--- src/sv/tbw_pkg.sv ---
// ----------------------------------------------------------------------------
// tbw_pkg: shared constants and types of the barycentric weights unit
// Fixed widths of the result fields, saturation codes and queue status.
// ----------------------------------------------------------------------------
package tbw_pkg;

	// Result weights are signed fixed point in a 32-bit word.
	localparam int WEIGHT_W = 32;

	// A quotient that is not saturated fits in this many magnitude bits.
	localparam int QUOT_BITS = WEIGHT_W - 1;

	localparam logic signed [WEIGHT_W-1:0] WEIGHT_MAX = {1'b0, {(WEIGHT_W-1){1'b1}}};
	localparam logic signed [WEIGHT_W-1:0] WEIGHT_MIN = {1'b1, {(WEIGHT_W-1){1'b0}}};
	localparam logic signed [WEIGHT_W-1:0] WEIGHT_ZERO = '0;

	// Queue between the front and back parts.
	localparam int QUEUE_DEPTH = 4;
	localparam int QUEUE_AW = $clog2(QUEUE_DEPTH);

	typedef struct packed {
		logic full;
		logic empty;
	} tbw_qstat_t;

endpackage

--- src/sv/tbw_queue.sv ---
// ----------------------------------------------------------------------------
// tbw_queue: short register queue between the front and back parts
// Holds numerator sets so that either side can stall on its own.
// ----------------------------------------------------------------------------
module tbw_queue #(
	parameter int W = 8
) (
	input  logic clk,
	input  logic arst_n,
	input  logic push,
	input  logic [W-1:0] push_data,
	input  logic pop,
	output logic [W-1:0] pop_data,
	output tbw_pkg::tbw_qstat_t qstat
);
	localparam int AW = tbw_pkg::QUEUE_AW;

	logic [W-1:0] ent_q [tbw_pkg::QUEUE_DEPTH];
	logic [AW-1:0] wr_ptr_q, rd_ptr_q;
	logic [AW:0] cnt_q;

	assign qstat.full = (cnt_q == (AW + 1)'(tbw_pkg::QUEUE_DEPTH));
	assign qstat.empty = (cnt_q == '0);
	assign pop_data = ent_q[rd_ptr_q];

	always_ff @(posedge clk or negedge arst_n) begin
		if (!arst_n) begin
			wr_ptr_q <= '0;
			rd_ptr_q <= '0;
			cnt_q <= '0;
		end else begin
			if (push) begin
				wr_ptr_q <= wr_ptr_q + 1'b1;
			end
			if (pop) begin
				rd_ptr_q <= rd_ptr_q + 1'b1;
			end
			if (push && !pop) begin
				cnt_q <= cnt_q + 1'b1;
			end else if (pop && !push) begin
				cnt_q <= cnt_q - 1'b1;
			end
		end
	end

	always_ff @(posedge clk) begin
		if (push) begin
			ent_q[wr_ptr_q] <= push_data;
		end
	end

endmodule

--- config.mk ---
export PLATFORM = sky130hd
export DESIGN_NAME = tbw_queue
export DESIGN_NICKNAME = d
export VERILOG_FILES = /design/src/sv/tbw_pkg.sv /design/src/sv/tbw_queue.sv
export SDC_FILE = /design/constraint.sdc
export NUM_CORES = 1
export LEC_CHECK = 0
export ABC_AREA = 1
export BUFFER_PORTS_ARGS = -buffer_cell sky130_fd_sc_hd__buf_4
export CORE_MARGIN = 3
export CORE_UTILIZATION = 46
export CTS_BUF_LIST = sky130_fd_sc_hd__clkbuf_2 sky130_fd_sc_hd__clkbuf_4 sky130_fd_sc_hd__clkbuf_8
export DETAILED_ROUTE_END_ITERATION = 8
export MAX_ROUTING_LAYER = met4
export PLACE_DENSITY = 0.68
export SETUP_SLACK_MARGIN = 0.15
export SKIP_LAST_GASP = 1
export SYNTH_ARGS = -nofsm -noshare
export SYNTH_HDL_FRONTEND = slang
export SYNTH_SLANG_ARGS = --single-unit
export TNS_END_PERCENT = 50
--- constraint.sdc ---
create_clock -name clk -period 1.2 [get_ports clk]
set_input_delay 0.24 -clock clk [delete_from_list [all_inputs] [get_ports clk]]
set_output_delay 0.24 -clock clk [all_outputs]
set_load 0.01 [all_outputs]
==> results.yml <==
sta:
  finalMaxSlewViolations: 0
  worst_pin_slew_ps: 172.2
  fin_worst_skew_ps: 7.989
  fmax_mhz: 652.8
  fin_crit_sh: 1.277
  fin_hold_ws_ps: 141.5
  worst_slack_ps: -331.8
  min_period_ps: 1532
  rsz0062_at_grt: "true"
  slew_headroom: 0.8847
  hold_violations: 0
  setup_viol: 12
global_route:
  grt_overflow: 0
  grt_max_degree: 35
  grt_pass1_wl_mm: 4.974
  grtUsageTotal: 0.1636
  first_global_vias: 1092
  antenna_found_initial: 0
placed_design:
  dp_hpwl_mm: 1.951
  port_buffers: 21
  placed_cells: 209
  dp_slack_ps: -124.3
  place_congestion: 0.7893
setup_path:
  path_max_fanout: 34
  critPathKind: "flop to output port"
  crit_path_start_kind: "flop"
  reg2reg_depth: 6
  critPathRequiredTime_ps: 960
  critPathCaptureType: "output port"
  cp_data_arrival_time_ps: 1290
floorplan:
  start_util: 0.4958
  placement_rows: 21
  die_h_microns: 66.91
  chipWidth_microns: 66.91
  die-area_sq_um: 4477
  core_sq_um: 3442
  pin_count: 22
detailed_routing:
  drc: 0
  post_drt_wl_per_cell_microns: 13.84
  wirelength_mm: 3.101
  ant_nets: 0
  dr.pass1.iters: 4
  vias: 1102
  drt-initial-drc-count: 47
  viasPerCell: 4.920
clock_tree:
  clk_pin_slew_worst_paths_ps: 80
  root_buffer: "clkbuf_8"
  cts-htree-levels: 2
  clock_latency_ps: 290
  clockBufferDepth: 2
  cts_sinks: 39
  cts_buffers: 5
  cts_tree: "yes"
power:
  finalPower_uw: 5482
  internal-power_uw: 3579
  power_frac_comb: 0.424
  seq_power_share: 0.380
  vdd_drop_max_uv: 1205
  p_leak_uw: 0.0009639
  clockPowerShare: 0.197
  netSwitchingFraction: 0.3471
  powerDensity_nw_per_um2: 2420
  p_switching_uw: 1903
finish:
  layout-drive-gt1-share: 0.4157
  syn2layout_area_growth_pct: 32.70
  finalNonFillerCells: 224
  finish.utilization: 0.6579
  diodes: 0
  fillers: 261
  nets: 195
logic_synthesis:
  synth.distinct_cells: 18
  synth_top_area_cell: "edfxtp_1"
  synth_warnings: 0
  ys_seq_area_frac: 0.6657
  synth_ff_type: "edfxtp_1"
  synth_area_sq_um: 1707
  synth_top_area_share: 0.5630
  yosys-top-cells-area: "edfxtp_1, dfrtp_1, nand2_1, o211ai_1, inv_1"
  syn_nets: 159
  ys_ff_latch: 39
  synth_edf_count: 32
  yosys.cell_count.top_type: "nand2_1"
  async_reset_ff_frac: 0.1795
  avgSynthCellArea_sq_um: 12.10
  yosys-top-cells-count: "nand2_1, edfxtp_1, inv_1"
  synthCells: 141
job:
  max_cap_viol_count: 0
status:
  violations: "setup timing"
  outcome: "finished with violations"
worst_hold_path:
  worstHoldPathType: "primary input to flop"
  min_delay_path_depth: 1
## flip-flops by register name, summed over array words and instances (netlist names)
name / flops
ent_q: 32
wr_ptr_q: 2
cnt_q: 3
rd_ptr_q: 2
## metal layers
metal  GRT usage  part of all wire  up-vias  routed length (microns)
met5           -                 0        -                        0
li1            -                 -      534                        -
met2      0.2884              0.56       20                     1736
met3     0.03541             0.032        7                       98
met4     0.08354             0.018        0                       57
met1      0.1711              0.39      541                     1208
## layout by cell type, fill, tap and decap left out
master,instances
bufinv_16,1
buf_6,2
o211ai_1,15
inv_4,2
dlygate4sd3_1,1
o21ai_1,1
nand4_1,1
inv_1,17
clkinv_2,1
edfxtp_1,32
nand2_4,3
buf_4,30
nand3_2,1
nand2_2,3
buf_12,2
xor2_1,3
dfrtp_2,5
inv_2,6
nor3_2,1
xnor2_1,1
clkinv_4,2
inv_8,2
fa_2,1
clkbuf_8,5
nor3_4,1
ha_4,5
nand2_1,31
dfrtp_1,2
o211ai_2,1
## area by class of cell
| type | count | area, sq um | share of cell area |
|---|---|---|---|
| clock buffer | 5 | 68.82 | 0.03039 |
| tap | 46 | 57.56 | 0.02541 |
| sequential | 39 | 1142 | 0.5044 |
| multi-input combinational | 68 | 524.3 | 0.2315 |
| inverter | 28 | 130.1 | 0.05746 |
| timing repair buffer | 35 | 297.8 | 0.1315 |
| clock inverter | 3 | 43.79 | 0.01934 |
## metrics by stage
step	cell area [sq um]	setup TNS, ps
final	2265	-2900
after global routing	2265	-3536
after CTS	2171	-3546
after detailed placement	1959	-478.0
after global placement	1959	-110.2
after floorplan	1722	0
## final timing paths
kind | start | to | slack (ps)
min | push_data[2] | ent_q[0][2] | 140
max in group asynchronous | arst_n | cnt_q[0] | 760
max reg2reg | cnt_q[1] | cnt_q[2] | -150
min reg2reg | cnt_q[2] | cnt_q[2] | 580
min in group asynchronous | arst_n | cnt_q[2] | 300
max | rd_ptr_q[0] | pop_data[4] | -330
## worst max-delay path: stages (launching register included)
cell,delay (ps)
dfrtp_1,400
buf_12,170
o211ai_1,190
nand2_1,90
buf_4,150
## logic make-up (layout without fill, tap and decap cells)
| group | Yosys count | after routing | synth area share |
|---|---|---|---|
| AO/OA/AOI/OAI | 17 | 17 | 0.07624 |
| AND/OR/NAND/NOR | 41 | 41 | 0.09384 |
| flip-flops | 39 | 39 | 0.6657 |
| buffers and inverters | 34 | 71 | 0.09530 |
| XOR/XNOR | 4 | 4 | 0.02053 |
| adder cells (fa/ha/maj) | 6 | 6 | 0.04839 |
## power by group through the flow
stage                     registers, uW  logic (uW)  clock network (uW)
final                              2080        2320                1080
after global routing               2120        2570                1170
after CTS                          2020        2110                1100
after detailed placement           2020        1900                   0
after global placement             2010        1820                   0
after floorplan                    1960        1230                   0
## what timing repair did
item	4_1_cts	5_1_grt
pin swaps	5	10
gates resized for setup	18	24
buffers inserted	3	3
hold buffers	1	0
endpoints found under the setup margin	44	45
endpoints found under the hold margin	7	0
No activity file was read; power rests on OpenSTA's default activity.
